[src/rtl/assert_macros.svh]
// assertion macros for the waypoint controller rtl
// used by the top level; no other dependencies
`ifndef ASSERT_MACROS_SVH
`define ASSERT_MACROS_SVH
`ifndef ASSERT_OFF
`define ASSERT_CLK(label, clk, rst_n, prop) \
    label: assert property (@(posedge clk) disable iff (!rst_n) prop) \
        else $error("assertion failed");
`define ASSERT_NEVER(label, clk, rst_n, cond) \
    label: assert property (@(posedge clk) disable iff (!rst_n) !(cond)) \
        else $error("assertion failed");
`else
`define ASSERT_CLK(label, clk, rst_n, prop)
`define ASSERT_NEVER(label, clk, rst_n, cond)
`endif
`endif

[src/rtl/wvvc_pkg.sv]
// shared widths, constants, types and the cordic arctangent table
// no dependencies
`timescale 1ns / 1ps
package wvvc_pkg;

    localparam int CORDIC_STAGES = 16;
    localparam int IDX_W   = 5;
    localparam int DELTA_W = 34;
    localparam int VEC_W   = 53;
    localparam int MAG_W   = 52;
    localparam int ANG_W   = 25;
    localparam int PHI_W   = 27;
    localparam int WRAP_W  = 29;
    localparam int YAWD_W  = 17;
    localparam int ROT_W   = 33;
    localparam int TRIG_W  = 32;
    localparam int DIST_W  = 31;
    localparam int SCALE_SH = 16;
    localparam int YAW_SH  = 9;

    localparam logic [31:0] INV_GAIN_Q32 = 32'd2608131496;
    localparam logic signed [ROT_W-1:0] INV_GAIN_Q30 = 33'sd652032874;
    localparam logic signed [ANG_W-1:0] QUARTER_TURN = 25'sd5898240;
    localparam logic signed [ANG_W-1:0] HALF_TURN = 25'sd11796480;
    localparam logic signed [WRAP_W-1:0] FULL_TURN = 29'sd23592960;
    localparam logic signed [WRAP_W-1:0] TWO_TURN = 29'sd47185920;
    localparam logic [DIST_W-1:0] DIST_MAX = 31'h7FFFFFFF;
    localparam logic [48:0] UNIT_Q24 = 49'd16777216;

    localparam logic [2:0] REG_GOAL_X     = 3'd0;
    localparam logic [2:0] REG_GOAL_Y     = 3'd1;
    localparam logic [2:0] REG_X_OFFSET   = 3'd2;
    localparam logic [2:0] REG_Y_OFFSET   = 3'd3;
    localparam logic [2:0] REG_YAW_OFFSET = 3'd4;
    localparam logic [2:0] REG_GAIN       = 3'd5;
    localparam logic [2:0] REG_MAX_VEL    = 3'd6;
    localparam logic [2:0] REG_ARRIVE     = 3'd7;

    typedef struct packed {
        logic signed [YAWD_W-1:0] yawd;
        logic                     zero;
    } vec_side_t;

    typedef struct packed {
        logic [DIST_W-1:0] span;
        logic              arrived;
        logic              neg;
    } rot_side_t;

    function automatic logic signed [ANG_W-1:0] atan_at(input logic [IDX_W-1:0] idx);
        logic signed [ANG_W-1:0] a;
        unique case (idx)
            5'd0:  a = 25'sd2949120;
            5'd1:  a = 25'sd1740967;
            5'd2:  a = 25'sd919879;
            5'd3:  a = 25'sd466945;
            5'd4:  a = 25'sd234379;
            5'd5:  a = 25'sd117304;
            5'd6:  a = 25'sd58666;
            5'd7:  a = 25'sd29335;
            5'd8:  a = 25'sd14668;
            5'd9:  a = 25'sd7334;
            5'd10: a = 25'sd3667;
            5'd11: a = 25'sd1833;
            5'd12: a = 25'sd917;
            5'd13: a = 25'sd458;
            5'd14: a = 25'sd229;
            5'd15: a = 25'sd115;
            5'd16: a = 25'sd57;
            5'd17: a = 25'sd29;
            5'd18: a = 25'sd14;
            5'd19: a = 25'sd7;
            5'd20: a = 25'sd4;
            5'd21: a = 25'sd2;
            5'd22: a = 25'sd1;
            default: a = 25'sd0;
        endcase
        return a;
    endfunction

endpackage

[src/rtl/wvvc_rot_cell.sv]
// one rotating cordic iteration with its pipeline register
// depends on wvvc_pkg
`timescale 1ns / 1ps
module wvvc_rot_cell
    import wvvc_pkg::*;
(
    input  logic                     clk,
    input  logic                     rst_n,
    input  logic [IDX_W-1:0]         stage_idx,
    input  logic                     in_valid,
    output logic                     in_ready,
    input  logic signed [ROT_W-1:0]  x_in,
    input  logic signed [ROT_W-1:0]  y_in,
    input  logic signed [ANG_W-1:0]  z_in,
    input  rot_side_t                side_in,
    output logic                     out_valid,
    input  logic                     out_ready,
    output logic signed [ROT_W-1:0]  x_out,
    output logic signed [ROT_W-1:0]  y_out,
    output logic signed [ANG_W-1:0]  z_out,
    output rot_side_t                side_out
);

    logic                    valid_reg;
    logic signed [ROT_W-1:0] x_reg, y_reg, x_next, y_next;
    logic signed [ANG_W-1:0] z_reg, z_next;
    rot_side_t               side_reg;

    assign in_ready = !valid_reg || out_ready;

    always_comb
    begin
        if (z_in >= 0)
        begin
            x_next = x_in - (y_in >>> stage_idx);
            y_next = y_in + (x_in >>> stage_idx);
            z_next = z_in - atan_at(stage_idx);
        end
        else
        begin
            x_next = x_in + (y_in >>> stage_idx);
            y_next = y_in - (x_in >>> stage_idx);
            z_next = z_in + atan_at(stage_idx);
        end
    end

    always_ff @(posedge clk or negedge rst_n)
    begin
        if (!rst_n)
            valid_reg <= 1'b0;
        else if (in_ready)
            valid_reg <= in_valid;
    end

    always_ff @(posedge clk)
    begin
        if (in_ready && in_valid)
        begin
            x_reg    <= x_next;
            y_reg    <= y_next;
            z_reg    <= z_next;
            side_reg <= side_in;
        end
    end

    assign out_valid = valid_reg;
    assign x_out     = x_reg;
    assign y_out     = y_reg;
    assign z_out     = z_reg;
    assign side_out  = side_reg;

endmodule

[config.mk]
export PLATFORM = sky130hd
export DESIGN_NAME = wvvc_rot_cell
export DESIGN_NICKNAME = d
export VERILOG_FILES = /design/src/rtl/assert_macros.svh /design/src/rtl/wvvc_pkg.sv /design/src/rtl/wvvc_rot_cell.sv
export SDC_FILE = /design/constraint.sdc
export NUM_CORES = 1
export LEC_CHECK = 0
export ABC_AREA = 1
export BUFFER_PORTS_ARGS = -buffer_cell sky130_fd_sc_hd__buf_2
export CAP_MARGIN = 30
export CELL_PAD_IN_SITES_DETAIL_PLACEMENT = 0
export CELL_PAD_IN_SITES_GLOBAL_PLACEMENT = 2
export CORE_MARGIN = 2
export CORE_UTILIZATION = 31
export DETAILED_ROUTE_END_ITERATION = 10
export PLACE_DENSITY_LB_ADDON = 0.1
export SYNTH_ARGS = -nofsm -noshare
export SYNTH_HDL_FRONTEND = slang
export SYNTH_SLANG_ARGS = --single-unit
[constraint.sdc]
create_clock -name clk -period 7.9 [get_ports clk]
set_input_delay 0.79 -clock clk [delete_from_list [all_inputs] [get_ports clk]]
set_output_delay 0.79 -clock clk [all_outputs]
set_load 0.02 [all_outputs]
==> metrics.md <==
| Metric | Value |
|---|---|
| Postcts setup bufs | 0 |
| First-pass GRT wire length | 88.7 mm |
| H-tree levels | 4 |
| RSZ-0062 raised after global routing | false |
| Hold_buf cts | 0 |
| Critical path capture point type | flip-flop |
| Leak | 8.27 nW |
| HPWL Detailed | 48.2 mm |
| DRT iter0 DRCs | 1,126 |
| Initial antenna violation count | 2 |
| Cell count after synthesis | 2,220 |
| Final slew viol count | 0 |
| Core Footprint | 46,500 sq um |
| Vias in the first global route | 14,900 |
| DIE WIDTH | 221 um |
| CTS Buf Count | 17 |
| Critical path class | in -> reg |
| Largest net degree at the start of global routing | 78 |
| Core Util, Final | 0.364 |
| CP arrival | 6.17 ns |
| Max Freq | 168 MHz |
| Slew margin rel. | 0.382 |
| Synth-to-layout area growth | 16.0% |
| Synth Register Bits | 125 |
| Startpoint types | primary input |
| Worst Max-Slew Pin Slew | 0.926 ns |
| Syn Area/Cell | 6.57 sq um |
| Crit share post-route | 0.756 |
| Top_reg_cell synth | edfxtp_1 |
| Final net count | 2,668 |
| Final non-filler cell total | 3,055 |
| Final setup violation count | 0 |
| Maximum vdd drop | 0.158 mV |
| FILL cells | 5,233 |
| Max-Cap Viols | 0 |
| Pwr dens | 198 nW/um^2 |
| Worst skew pair latency | 0.48 ns |
| # placed instances | 3,022 |
| Clock slew at reported path FFs | 0.06 ns |
| Drt drc | 0 |
| Via count | 15,700 |
| Crit-path max cell delay | 0.61 ns |
| Status | finished, final reports clean |
| Number of synthesized flops with an enable pin | 124 |
| Final setup TNS | 0 ns |
| CP max stage cell | nor2_1 |
| Post-Syn Area | 14,600 sq um |
| Syn. warnings | 0 |
| Total track usage | 0.235 |
| DR WL/cell | 19.1 um |
| Resized cells post-CTS | 0 |
| Placer Congestion | 0.906 |
| Initial Util | 0.314 |
| Number of port buffers | 258 |
| Crit-path max FO | 34 |
| Post-synth ARST share | 0.00800 |
| Min cycle time layout | 5.97 ns |
| Hold Worst Slack | 0.0824 ns |
| Synth unique cells | 51 |
| Skew final | 0.0129 ns |
| Layout cells sized above 1 | 0.145 |
| Antenna Nets Post-Route | 0 |
| Total global routing overflow | 0 |
| Hold Crit Class | in -> async |
| Post-synthesis sequential area ratio | 0.257 |
| Worst r2r path cells | 2 |
| Die Area | 48,800 sq um |
| Vias per cell | 5.14 |
| Die span in y | 221 um |
| CTS tree | done |
| Syn_nets | 2,454 |
| Final wirelength | 58.4 mm |
| Max Buffers Root-to-Sink | 2 |
| Worst EP required | 8.10 ns |
| Critical path's most frequent cell | nand2_1 |
| First-pass iteration count of the detailed router | 5 |
| Ports | 259 |
| Row cnt | 79 |
| Final instance area | 16,900 sq um |
| Final Hold Vio Count | 0 |
| Clock Sinks | 125 |
| Area post-placement | 16,300 sq um |
| Clock root buffer | clkbuf_16 |
==> synth_stat cells, types with 11 or more instances <==
| master | number | area, sq um |
|---|---|---|
| a21oi_1 | 129 | 646 |
| buf_1 | 17 | 63.8 |
| buf_2 | 18 | 90.1 |
| buf_4 | 17 | 128 |
| clkbuf_1 | 20 | 75.1 |
| edfxtp_1 | 124 | 3720 |
| ha_1 | 98 | 1230 |
| inv_1 | 160 | 601 |
| inv_2 | 16 | 60.1 |
| nand2_1 | 728 | 2730 |
| nand3_1 | 359 | 1800 |
| nand4_1 | 14 | 87.6 |
| nor2_1 | 150 | 563 |
| nor2_2 | 11 | 68.8 |
| nor3_1 | 15 | 75.1 |
| o211ai_1 | 11 | 82.6 |
| o21a_1 | 14 | 105 |
| o21ai_0 | 74 | 370 |
| xnor2_1 | 43 | 377 |
| xor2_1 | 104 | 911 |
==> cells in the final DEF (no fill, tap or decap), types with 17 or more instances in the layout <==
master,instances
a21oi_1,128
buf_2,258
edfxtp_1,124
inv_1,160
nor2_1,150
xnor2_1,43
xor2_1,104
nand3_1,359
nand2_1,728
o21ai_0,74
ha_1,98
clkbuf_16,17
==> through the flow <==
step                power (W)  setup slack (ns)
global placement      0.00258              1.54
detailed placement    0.00257              1.54
global route          0.00360              1.60
CTS                   0.00340              2.06
floorplan             0.00208             0.448
finish                0.00336              1.93
==> metal layers <==
layer | vias to the layer above | part of all wire | GRT usage
met5 | - | 0.00022 | 0
met2 | 462 | 0.45 | 0.371
met1 | 7281 | 0.48 | 0.326
met4 | 2 | 0.022 | 0.0634
li1 | 7888 | - | -
met3 | 58 | 0.055 | 0.0454
==> state kept, by name, summed over array words and instances, names as in the netlist <==
signal / count
side_out: 33
x_out: 33
y_out: 33
z_out: 25
out_valid: 1
==> worst paths after layout <==
| check | from | end | slack (ns) |
|---|---|---|---|
| max | stage_idx[1] | x_out[29] | 1.93 |
| min | rst_n | out_valid | 0.08 |
| min in group clk | side_in[29] | side_out[29] | 0.49 |
| max reg2reg | out_valid | x_out[22] | 5.64 |
| max in group asynchronous | rst_n | out_valid | 7.73 |
| min reg2reg | out_valid | out_valid | 0.58 |
==> area by class of cell <==
class | count | area [sq um] | area share
repair buffers | 273 | 1400 | 0.0830
multi-input cells | 1838 | 9750 | 0.577
flip-flops and latches | 125 | 3750 | 0.222
diodes | 1 | 2.50 | 0.000148
inverters | 179 | 672 | 0.0397
clock inverters | 14 | 146 | 0.00866
clock buffers | 18 | 429 | 0.0254
well taps | 607 | 759 | 0.0449
==> where the power goes <==
group | internal (W) | switching [W]
clock | 0.000462 | 0.000336
sequential | 0.000901 | 0.0000248
combinational | 0.000531 | 0.00110
total | 0.00189 | 0.00146
==> cells by family after synthesis <==
logic type,Yosys count,share of synthesized area
flops,125,0.257
compound gates,283,0.110
simple gates,1307,0.381
fa+ha+maj,101,0.0882
buf+inv,257,0.0752
xor+xnor,147,0.0883
==> worst max-delay path, delay by kind of cell <==
kind                       cells  cell delay (ns)
and+or+nand+nor               16             2.63
buffers and inverters          6             1.11
AOI/OAI and AO/OA              4             0.88
adders and majority gates      2             0.54
xor gates and xnor gates       2             0.19
(Power assumes the default switching activity.)
