`src/rtl/assert_macros.svh`:
```
// assertion macros for the waypoint controller rtl
// used by the top level; no other dependencies
`ifndef ASSERT_MACROS_SVH
`define ASSERT_MACROS_SVH
`ifndef ASSERT_OFF
`define ASSERT_CLK(label, clk, rst_n, prop) \
    label: assert property (@(posedge clk) disable iff (!rst_n) prop) \
        else $error("assertion failed");
`define ASSERT_NEVER(label, clk, rst_n, cond) \
    label: assert property (@(posedge clk) disable iff (!rst_n) !(cond)) \
        else $error("assertion failed");
`else
`define ASSERT_CLK(label, clk, rst_n, prop)
`define ASSERT_NEVER(label, clk, rst_n, cond)
`endif
`endif

```
`src/rtl/wvvc_pkg.sv`:
```
// shared widths, constants, types and the cordic arctangent table
// no dependencies
`timescale 1ns / 1ps
package wvvc_pkg;

    localparam int CORDIC_STAGES = 16;
    localparam int IDX_W   = 5;
    localparam int DELTA_W = 34;
    localparam int VEC_W   = 53;
    localparam int MAG_W   = 52;
    localparam int ANG_W   = 25;
    localparam int PHI_W   = 27;
    localparam int WRAP_W  = 29;
    localparam int YAWD_W  = 17;
    localparam int ROT_W   = 33;
    localparam int TRIG_W  = 32;
    localparam int DIST_W  = 31;
    localparam int SCALE_SH = 16;
    localparam int YAW_SH  = 9;

    localparam logic [31:0] INV_GAIN_Q32 = 32'd2608131496;
    localparam logic signed [ROT_W-1:0] INV_GAIN_Q30 = 33'sd652032874;
    localparam logic signed [ANG_W-1:0] QUARTER_TURN = 25'sd5898240;
    localparam logic signed [ANG_W-1:0] HALF_TURN = 25'sd11796480;
    localparam logic signed [WRAP_W-1:0] FULL_TURN = 29'sd23592960;
    localparam logic signed [WRAP_W-1:0] TWO_TURN = 29'sd47185920;
    localparam logic [DIST_W-1:0] DIST_MAX = 31'h7FFFFFFF;
    localparam logic [48:0] UNIT_Q24 = 49'd16777216;

    localparam logic [2:0] REG_GOAL_X     = 3'd0;
    localparam logic [2:0] REG_GOAL_Y     = 3'd1;
    localparam logic [2:0] REG_X_OFFSET   = 3'd2;
    localparam logic [2:0] REG_Y_OFFSET   = 3'd3;
    localparam logic [2:0] REG_YAW_OFFSET = 3'd4;
    localparam logic [2:0] REG_GAIN       = 3'd5;
    localparam logic [2:0] REG_MAX_VEL    = 3'd6;
    localparam logic [2:0] REG_ARRIVE     = 3'd7;

    typedef struct packed {
        logic signed [YAWD_W-1:0] yawd;
        logic                     zero;
    } vec_side_t;

    typedef struct packed {
        logic [DIST_W-1:0] span;
        logic              arrived;
        logic              neg;
    } rot_side_t;

    function automatic logic signed [ANG_W-1:0] atan_at(input logic [IDX_W-1:0] idx);
        logic signed [ANG_W-1:0] a;
        unique case (idx)
            5'd0:  a = 25'sd2949120;
            5'd1:  a = 25'sd1740967;
            5'd2:  a = 25'sd919879;
            5'd3:  a = 25'sd466945;
            5'd4:  a = 25'sd234379;
            5'd5:  a = 25'sd117304;
            5'd6:  a = 25'sd58666;
            5'd7:  a = 25'sd29335;
            5'd8:  a = 25'sd14668;
            5'd9:  a = 25'sd7334;
            5'd10: a = 25'sd3667;
            5'd11: a = 25'sd1833;
            5'd12: a = 25'sd917;
            5'd13: a = 25'sd458;
            5'd14: a = 25'sd229;
            5'd15: a = 25'sd115;
            5'd16: a = 25'sd57;
            5'd17: a = 25'sd29;
            5'd18: a = 25'sd14;
            5'd19: a = 25'sd7;
            5'd20: a = 25'sd4;
            5'd21: a = 25'sd2;
            5'd22: a = 25'sd1;
            default: a = 25'sd0;
        endcase
        return a;
    endfunction

endpackage

```
`src/rtl/wvvc_vec_cell.sv`:
```
// one vectoring cordic iteration with its pipeline register
// depends on wvvc_pkg
`timescale 1ns / 1ps
module wvvc_vec_cell
    import wvvc_pkg::*;
(
    input  logic                     clk,
    input  logic                     rst_n,
    input  logic [IDX_W-1:0]         stage_idx,
    input  logic                     in_valid,
    output logic                     in_ready,
    input  logic signed [VEC_W-1:0]  x_in,
    input  logic signed [VEC_W-1:0]  y_in,
    input  logic signed [ANG_W-1:0]  z_in,
    input  vec_side_t                side_in,
    output logic                     out_valid,
    input  logic                     out_ready,
    output logic signed [VEC_W-1:0]  x_out,
    output logic signed [VEC_W-1:0]  y_out,
    output logic signed [ANG_W-1:0]  z_out,
    output vec_side_t                side_out
);

    logic                    valid_reg;
    logic signed [VEC_W-1:0] x_reg, y_reg, x_next, y_next;
    logic signed [ANG_W-1:0] z_reg, z_next;
    vec_side_t               side_reg;

    assign in_ready = !valid_reg || out_ready;

    always_comb
    begin
        if (y_in >= 0)
        begin
            x_next = x_in + (y_in >>> stage_idx);
            y_next = y_in - (x_in >>> stage_idx);
            z_next = z_in + atan_at(stage_idx);
        end
        else
        begin
            x_next = x_in - (y_in >>> stage_idx);
            y_next = y_in + (x_in >>> stage_idx);
            z_next = z_in - atan_at(stage_idx);
        end
    end

    always_ff @(posedge clk or negedge rst_n)
    begin
        if (!rst_n)
            valid_reg <= 1'b0;
        else if (in_ready)
            valid_reg <= in_valid;
    end

    always_ff @(posedge clk)
    begin
        if (in_ready && in_valid)
        begin
            x_reg    <= x_next;
            y_reg    <= y_next;
            z_reg    <= z_next;
            side_reg <= side_in;
        end
    end

    assign out_valid = valid_reg;
    assign x_out     = x_reg;
    assign y_out     = y_reg;
    assign z_out     = z_reg;
    assign side_out  = side_reg;

endmodule

```
`config.mk`:
```
export PLATFORM = sky130hd
export DESIGN_NAME = wvvc_vec_cell
export DESIGN_NICKNAME = d
export VERILOG_FILES = /design/src/rtl/assert_macros.svh /design/src/rtl/wvvc_pkg.sv /design/src/rtl/wvvc_vec_cell.sv
export SDC_FILE = /design/constraint.sdc
export NUM_CORES = 1
export LEC_CHECK = 0
export ABC_AREA = 1
export BUFFER_PORTS_ARGS = -buffer_cell sky130_fd_sc_hd__buf_4
export CAP_MARGIN = 0
export CORE_MARGIN = 2
export CORE_UTILIZATION = 55
export DETAILED_ROUTE_END_ITERATION = 8
export PLACE_DENSITY = 0.8
export SYNTH_ARGS = -nofsm -noshare
export SYNTH_HDL_FRONTEND = slang
export SYNTH_SLANG_ARGS = --single-unit
export TNS_END_PERCENT = 30
```
`constraint.sdc`:
```
create_clock -name clk -period 7.7 [get_ports clk]
set_input_delay 0 -clock clk [delete_from_list [all_inputs] [get_ports clk]]
set_output_delay 0 -clock clk [all_outputs]
set_load 0.02 [all_outputs]
```
==> results.sh, run 1 <==
export IMPL_rows=74
export IMPL_critPathRequiredTime_ns=7.93
export IMPL_path_common_cell="nand2_1"
export IMPL_synth_nets=4076
export IMPL_grt_max_degree=108
export IMPL_synth_top_area_share_pct=19.6
export IMPL_fin_crit_ns=6.08
export IMPL_cts_tree="done"
export IMPL_wl_per_cell_um=19.5
export IMPL_synth_warning_count=0
export IMPL_pre_cts_ws_ns=1.46
export IMPL_htreeDepth=4
export IMPL_finalSetupViolCount=0
export IMPL_die_area_mm2=0.0433
export IMPL_hold_depth=3
export IMPL_holdCritPathClass="primary input to flop"
export IMPL_ys_ff_latch=150
export IMPL_grt_pass1_wl_mm=134
export IMPL_ys_seq_area_share_pct=19.6
export IMPL_finalPower_uw=4790
export IMPL_fill_cells=4075
export IMPL_relSlewSlack_pct=30.1
export IMPL_crit_path_start_kind="primary input"
export IMPL_drt_iter0_drc=3683
export IMPL_setup_slack_ns=1.62
export IMPL_wl_mm=88.6
export IMPL_worst_hold_slack_ns=0.0206
export IMPL_ys_flop_type="edfxtp_1"
export IMPL_top_layer="met4"
export IMPL_p_per_area_mw_per_mm2=184
export IMPL_cts_clk_slew_worst_paths_ns=0.07
export IMPL_hold_violations=0
export IMPL_numCtsBuffers=17
export IMPL_root_buffer="clkbuf_16"
export IMPL_period_share_pct=78.9
export IMPL_clk_latency_ns=0.49
export IMPL_die_w_um=208
export IMPL_dp_cells=4488
export IMPL_rsz0062_at_grt="no"
export IMPL_max_stage_delay_ns=0.70
export IMPL_cts_resized=0
export IMPL_fmax_mhz=165
export IMPL_drv_slew=0
export IMPL_via_per_inst=5.92
export IMPL_gr_total_overflow=0
export IMPL_r2r_cells=2
export IMPL_fin_cells=4551
export IMPL_met1_length_mm=37.1
export IMPL_post_dp_hpwl_mm=71.1
export IMPL_syn2layout_area_growth_pct=13.6
export IMPL_max_cap_viol_count=0
export IMPL_min_to="z_out[4]$_DFFE_PP_"
export IMPL_clock_sinks=150
export IMPL_wl_met2_mm=37.9
export IMPL_synth_async_reset_ratio_pct=0.667
export IMPL_gp_congestion=1.04
export IMPL_critPathArrivalTime_ns=6.30
export IMPL_synth_cell_types=58
export IMPL_multiInputGateArea_mm2=0.0164
export IMPL_netlist_top_cells_area="nand2_1 (20%), edfxtp_1 (20%), nand3_1 (15%), ha_1 (7.8%), nor2_1 (5.7%)"
export IMPL_r2r_end="y_out[33]$_DFFE_PP_"
export IMPL_die_y_um=208
export IMPL_syn_area_mm2=0.0229
export IMPL_setup_tns_ns=0
export IMPL_yosysMostFrequentCell="nand2_1"
export IMPL_layout_nets=4310
export IMPL_port_buffers=308
export IMPL_worstPathMaxFanout=89
export IMPL_diodes=0
export IMPL_wl_met3_mm=8.98
export IMPL_core_mm2=0.0410
export IMPL_gr_usage_all_layers_pct=39.8
export IMPL_slowest_stage="a21oi_1"
export IMPL_path_class="primary input to flop"
export IMPL_drtAntennaViolNets=0
export IMPL_netlist_instances=3772
export IMPL_dr_pass1_iters=8
export IMPL_avgSynthCellArea_um2=6.08
export IMPL_holdCritStartpoint="z_in[4]"
export IMPL_tightest_slew_ns=1.05
export IMPL_antenna_found_initial=1
export IMPL_timing_rr_start="out_valid$_DFFE_PN0N_"
export IMPL_reg2reg_setup_slack_ns=5.07
export IMPL_synth_common_cells="nand2_1 (1198), nand3_1 (694), nor2_1 (349)"
export IMPL_io_pins=309
export IMPL_grt_pass1_vias=23983
export IMPL_start_util_pct=55.9
export IMPL_skew_ns=0.0122
export IMPL_route_vias_total=26957
export IMPL_leakagePower_uw=0.0127
export IMPL_ir_drop_v=0.000164
export IMPL_status="completed"
export IMPL_drive_above_1_share_pct=11.1
export IMPL_critPathCaptureType="flop"
export IMPL_clk_path_buf_depth=2
export IMPL_ff_latch_area_mm2=0.00450
export IMPL_yosys_area_top_type="nand2_1"
export IMPL_drcViolationCount=0
export IMPL_synth_edf_count=149
per-stage QoR:
step | util [%] | area [um2]
4_1_cts | 63.5 | 26100
3_5_place_dp | 61.3 | 25100
6_report | 63.5 | 26100
3_3_place_gp | 61.3 | 25100
5_1_grt | 63.5 | 26100
2_1_floorplan | - | 22900
area by class of cell:
type	count	area share, %
clock inverters	15	0.687
well taps	532	2.55
clock buffers	17	1.63
flip-flops and latches	150	17.3
multi-input cells	3173	62.9
inverters	313	4.54
repair buffers	351	10.4
logic make-up after synthesis:
kind of cell / share of synthesized area [%]
DFF: 19.6
and+or+nand+nor: 44.7
AOI/OAI and AO/OA: 11.1
xor gates and xnor gates: 7.56
buffers and inverters: 8.95
adders and majority gates: 8.06
layout by cell type, fill, tap and decap left out, types with 4 or more instances in the layout:
master | netlist | routed
nor2_2 | 20 | 20
ha_1 | 143 | 143
nand4_1 | 36 | 36
a31oi_1 | 23 | 23
a21oi_1 | 184 | 183
inv_2 | 14 | 15
o21bai_1 | 21 | 21
clkbuf_16 | 0 | 17
a21boi_0 | 12 | 12
nor3_1 | 23 | 23
nand3b_1 | 10 | 10
nand2_1 | 1198 | 1198
nor4_1 | 7 | 7
a221oi_1 | 4 | 4
inv_6 | 0 | 5
inv_8 | 0 | 5
nand2_2 | 26 | 26
o21a_1 | 15 | 15
inv_1 | 294 | 293
nor2_4 | 6 | 6
buf_4 | 24 | 320
edfxtp_1 | 149 | 149
o31ai_1 | 5 | 5
dlygate4sd3_1 | 0 | 31
nand3_1 | 694 | 694
nor2_1 | 349 | 349
nand3_2 | 4 | 4
xnor2_1 | 55 | 55
o211ai_1 | 10 | 10
a21o_1 | 13 | 13
o21ai_0 | 125 | 125
xor2_1 | 141 | 141
o21ai_2 | 4 | 4
o21ai_1 | 12 | 12
routing by layer:
layer	GRT usage, %	vias to the layer above
met5	0	-
met1	54.3	12166
li1	-	13100
met2	60.8	1483
met3	6.82	208
met4	19.6	0
state kept, by name, indices dropped and copies added (netlist names):
name	cells
y_out	53
out_valid	1
z_out	25
side_out	18
x_out	53
critical path: cells and delay by family:
family | cells | cell delay, ns
AND/OR/NAND/NOR | 10 | 2.14
adder cells (fa/ha/maj) | 2 | 0.52
buffers and inverters | 4 | 0.78
AO/OA/AOI/OAI | 9 | 2.43
XOR/XNOR | 2 | 0.41
worst max path at each step:
stage	from	to	depth (start not counted)
global placement	stage_idx[4]	y_out[45]$_DFFE_PP_	27
global route	stage_idx[4]	y_out[45]$_DFFE_PP_	27
finish	stage_idx[4]	y_out[45]$_DFFE_PP_	27
floorplan	out_valid$_DFFE_PN0N_	side_out[0]$_DFFE_PP_	1
detailed placement	stage_idx[4]	y_out[45]$_DFFE_PP_	27
CTS	stage_idx[4]	y_out[45]$_DFFE_PP_	27
timing repair:
item,4_1_cts,5_1_grt
hold buffers,31,0
buffers inserted,0,0
endpoints found under the hold margin,30,0
power by group:
part           leakage [uW]  switching (uW)  internal (uW)
Combinational        0.0110            1780            937
Clock              0.000295             427            465
Sequential          0.00143            45.3           1140
(Power assumes the default switching activity.)
==> run 2, diff against run 1 <==
Settings changed: PLACE_DENSITY 0.8 to 0.77.
Clock period 7.7 ns to 5.95 ns, I/O delays scaled along.
==> results.sh, run 2 (synthesis results as in run 1) <==
export IMPL_gp_congestion=1.03
export IMPL_wl_per_cell_um=19.3
export IMPL_dr_pass1_iters=6
export IMPL_clk_latency_ns=0.48
export IMPL_wl_mm=88.2
export IMPL_start_util_pct=55.9
export IMPL_timing_rr_start="out_valid$_DFFE_PN0N_"
export IMPL_setup_tns_ns=0
export IMPL_holdCritPathClass="primary input to flop"
export IMPL_critPathCapture="x_out[46]$_DFFE_PP_"
export IMPL_numCtsBuffers=17
export IMPL_drcViolationCount=0
export IMPL_fmax_mhz=199
export IMPL_root_buffer="clkbuf_16"
export IMPL_max_cap_viol_count=0
export IMPL_critPathArrivalTime_ns=5.24
export IMPL_rows=74
export IMPL_syn2layout_area_growth_pct=14.7
export IMPL_gr_total_overflow=0
export IMPL_grt_max_degree=110
export IMPL_max_stage_delay_ns=0.62
export IMPL_via_per_inst=5.93
export IMPL_post_dp_hpwl_mm=70.8
export IMPL_cts_clk_slew_worst_paths_ns=0.07
export IMPL_fin_crit_ns=5.02
export IMPL_grt_pass1_vias=24369
export IMPL_relSlewSlack_pct=37.6
export IMPL_route_vias_total=27101
export IMPL_rsz0062_at_grt="no"
export IMPL_gr_usage_all_layers_pct=39.7
export IMPL_layout_nets=4328
export IMPL_finalSetupViolCount=0
export IMPL_p_seq_share_pct=24.4
export IMPL_antenna_found_initial=0
export IMPL_hold_violations=0
export IMPL_pwr_share_clk_pct=19.1
export IMPL_cts_tree="done"
export IMPL_r2r_cells=3
export IMPL_cpLargestDelayFamily="compound AO/OA/AOI/OAI gates"
export IMPL_crit_buf_inv=3
export IMPL_fill_cells=4036
export IMPL_critPathRequiredTime_ns=6.17
export IMPL_final_common_cell="nand2_1"
export IMPL_htreeDepth=4
export IMPL_design_area_mm2=0.0263
export IMPL_path_class="primary input to flop"
export IMPL_cp_depth=19
export IMPL_clk_path_buf_depth=2
export IMPL_core_mm2=0.0410
export IMPL_crit_path_start_kind="primary input"
export IMPL_status="completed"
export IMPL_p_switching_uw=2900
export IMPL_leakagePower_uw=0.0129
export IMPL_drv_slew=0
export IMPL_drtAntennaViolNets=0
export IMPL_swShare_pct=46.2
export IMPL_skew_ns=0.0127
export IMPL_ff_latch_area_mm2=0.00450
export IMPL_comb_power_share_pct=56.5
export IMPL_period_share_pct=84.3
export IMPL_clock_sinks=150
export IMPL_die_area_mm2=0.0433
export IMPL_p_per_area_mw_per_mm2=239
export IMPL_reg2reg_setup_slack_ns=3.49
export IMPL_ir_drop_v=0.000205
export IMPL_dpl_instance_area_mm2=0.0254
export IMPL_diodes=0
export IMPL_port_buffers=308
export IMPL_mostFrequentLayoutCells="nand2_1 (1198), nand3_1 (694), nor2_1 (349), buf_4 (334), inv_1 (293)"
export IMPL_startpoint="stage_idx[3]"
export IMPL_r2r_end="y_out[35]$_DFFE_PP_"
export IMPL_die_y_um=208
export IMPL_die_w_um=208
export IMPL_grt_pass1_wl_mm=135
export IMPL_tightest_slew_ns=0.926
export IMPL_io_pins=309
export IMPL_drive_above_1_share_pct=11.6
export IMPL_critPathCaptureType="flop"
export IMPL_internal_power_uw=3380
export IMPL_multiInputGateArea_mm2=0.0164
export IMPL_cp_cell_sequence="buf_4, nand2_1, inv_2, a21oi_1, o21ai_1, inv_2, ha_1, nand2_1, o21ai_0, fa_1, nand3_1, nand2_1, a21boi_0, o21bai_1, a21oi_1, o21ai_0, a21boi_0, o21ai_0, xor2_1"
export IMPL_drt_iter0_drc=3595
export IMPL_worstPathMaxFanout=73
export IMPL_slowest_stage="buf_4"
## run 2: changes by cell type in the layout (fill, tap and decap cells not counted), sizes merged
cell,change
bufinv,+2
inv,-1
buf,+21
dlygate4sd3,-3
clkinv,-1
## run 2: timing repair
| item | 4_1_cts | 5_1_grt |
|---|---|---|
| hold buffers | 28 | 0 |
| hold endpoints to repair | 33 | 0 |
| endpoints found under the setup margin | 0 | 0 |
| setup buffers | 0 | 0 |
| gates resized for setup | 0 | 0 |
## run 2: cell type report
cell class                 count  area share (%)
clock buffer                  17            1.62
clock inverter                15           0.766
inverter                     313            4.50
multi-input combinational   3173            62.3
sequential                   150            17.1
tap                          532            2.53
timing repair buffer         369            11.1
## run 2: tightest hold or removal path, cell delays in order
cell	delay, ns
buf_4	0.09
ha_1	0.19
xor2_1	0.08
## run 2: how the worst min path moves through the flow
stage | start | cells after the start | slack (ns) | endpoint
6_report | z_in[22] | 3 | 0.03 | z_out[22]$_DFFE_PP_
5_1_grt | z_in[22] | 3 | 0.02 | z_out[22]$_DFFE_PP_
4_1_cts | z_in[22] | 3 | 0.004 | z_out[22]$_DFFE_PP_
3_5_place_dp | rst_n | 1 | -0.22 | out_valid$_DFFE_PN0N_
3_3_place_gp | rst_n | 1 | -0.23 | out_valid$_DFFE_PN0N_
2_1_floorplan | rst_n | 0 | -0.30 | out_valid$_DFFE_PN0N_
## run 2: power groups by stage
stage                     Combinational [uW]  Sequential (uW)  Clock, uW
after floorplan                         2130             1790          0
after global placement                  3400             1540          0
after detailed placement                3420             1550          0
after CTS                               3450             1530       1210
after global routing                    3860             1550       1250
final                                   3550             1530       1200
## run 2: routing by layer
| layer | GRT usage, % | vias to the layer above | part of all wire (%) |
|---|---|---|---|
| met5 | 0 | - | 0 |
| met3 | 7.97 | 192 | 10 |
| met2 | 60.3 | 1516 | 43 |
| met4 | 17.1 | 0 | 4.3 |
| met1 | 54.7 | 12264 | 43 |
| li1 | - | 13129 | - |
## run 2: per-stage QoR
step	setup WS [ns]	total power (uW)	hold slack (ns)	instances	util, %
finish	0.934	6290	0.0345	4569	64.1
global route	0.520	6660	0.0213	4569	64.1
CTS	1.18	6190	0.00404	4569	64.1
detailed placement	0.672	4970	-0.224	4509	61.9
global placement	0.654	4940	-0.225	4509	61.9
floorplan	0.927	3920	-0.296	3772	-
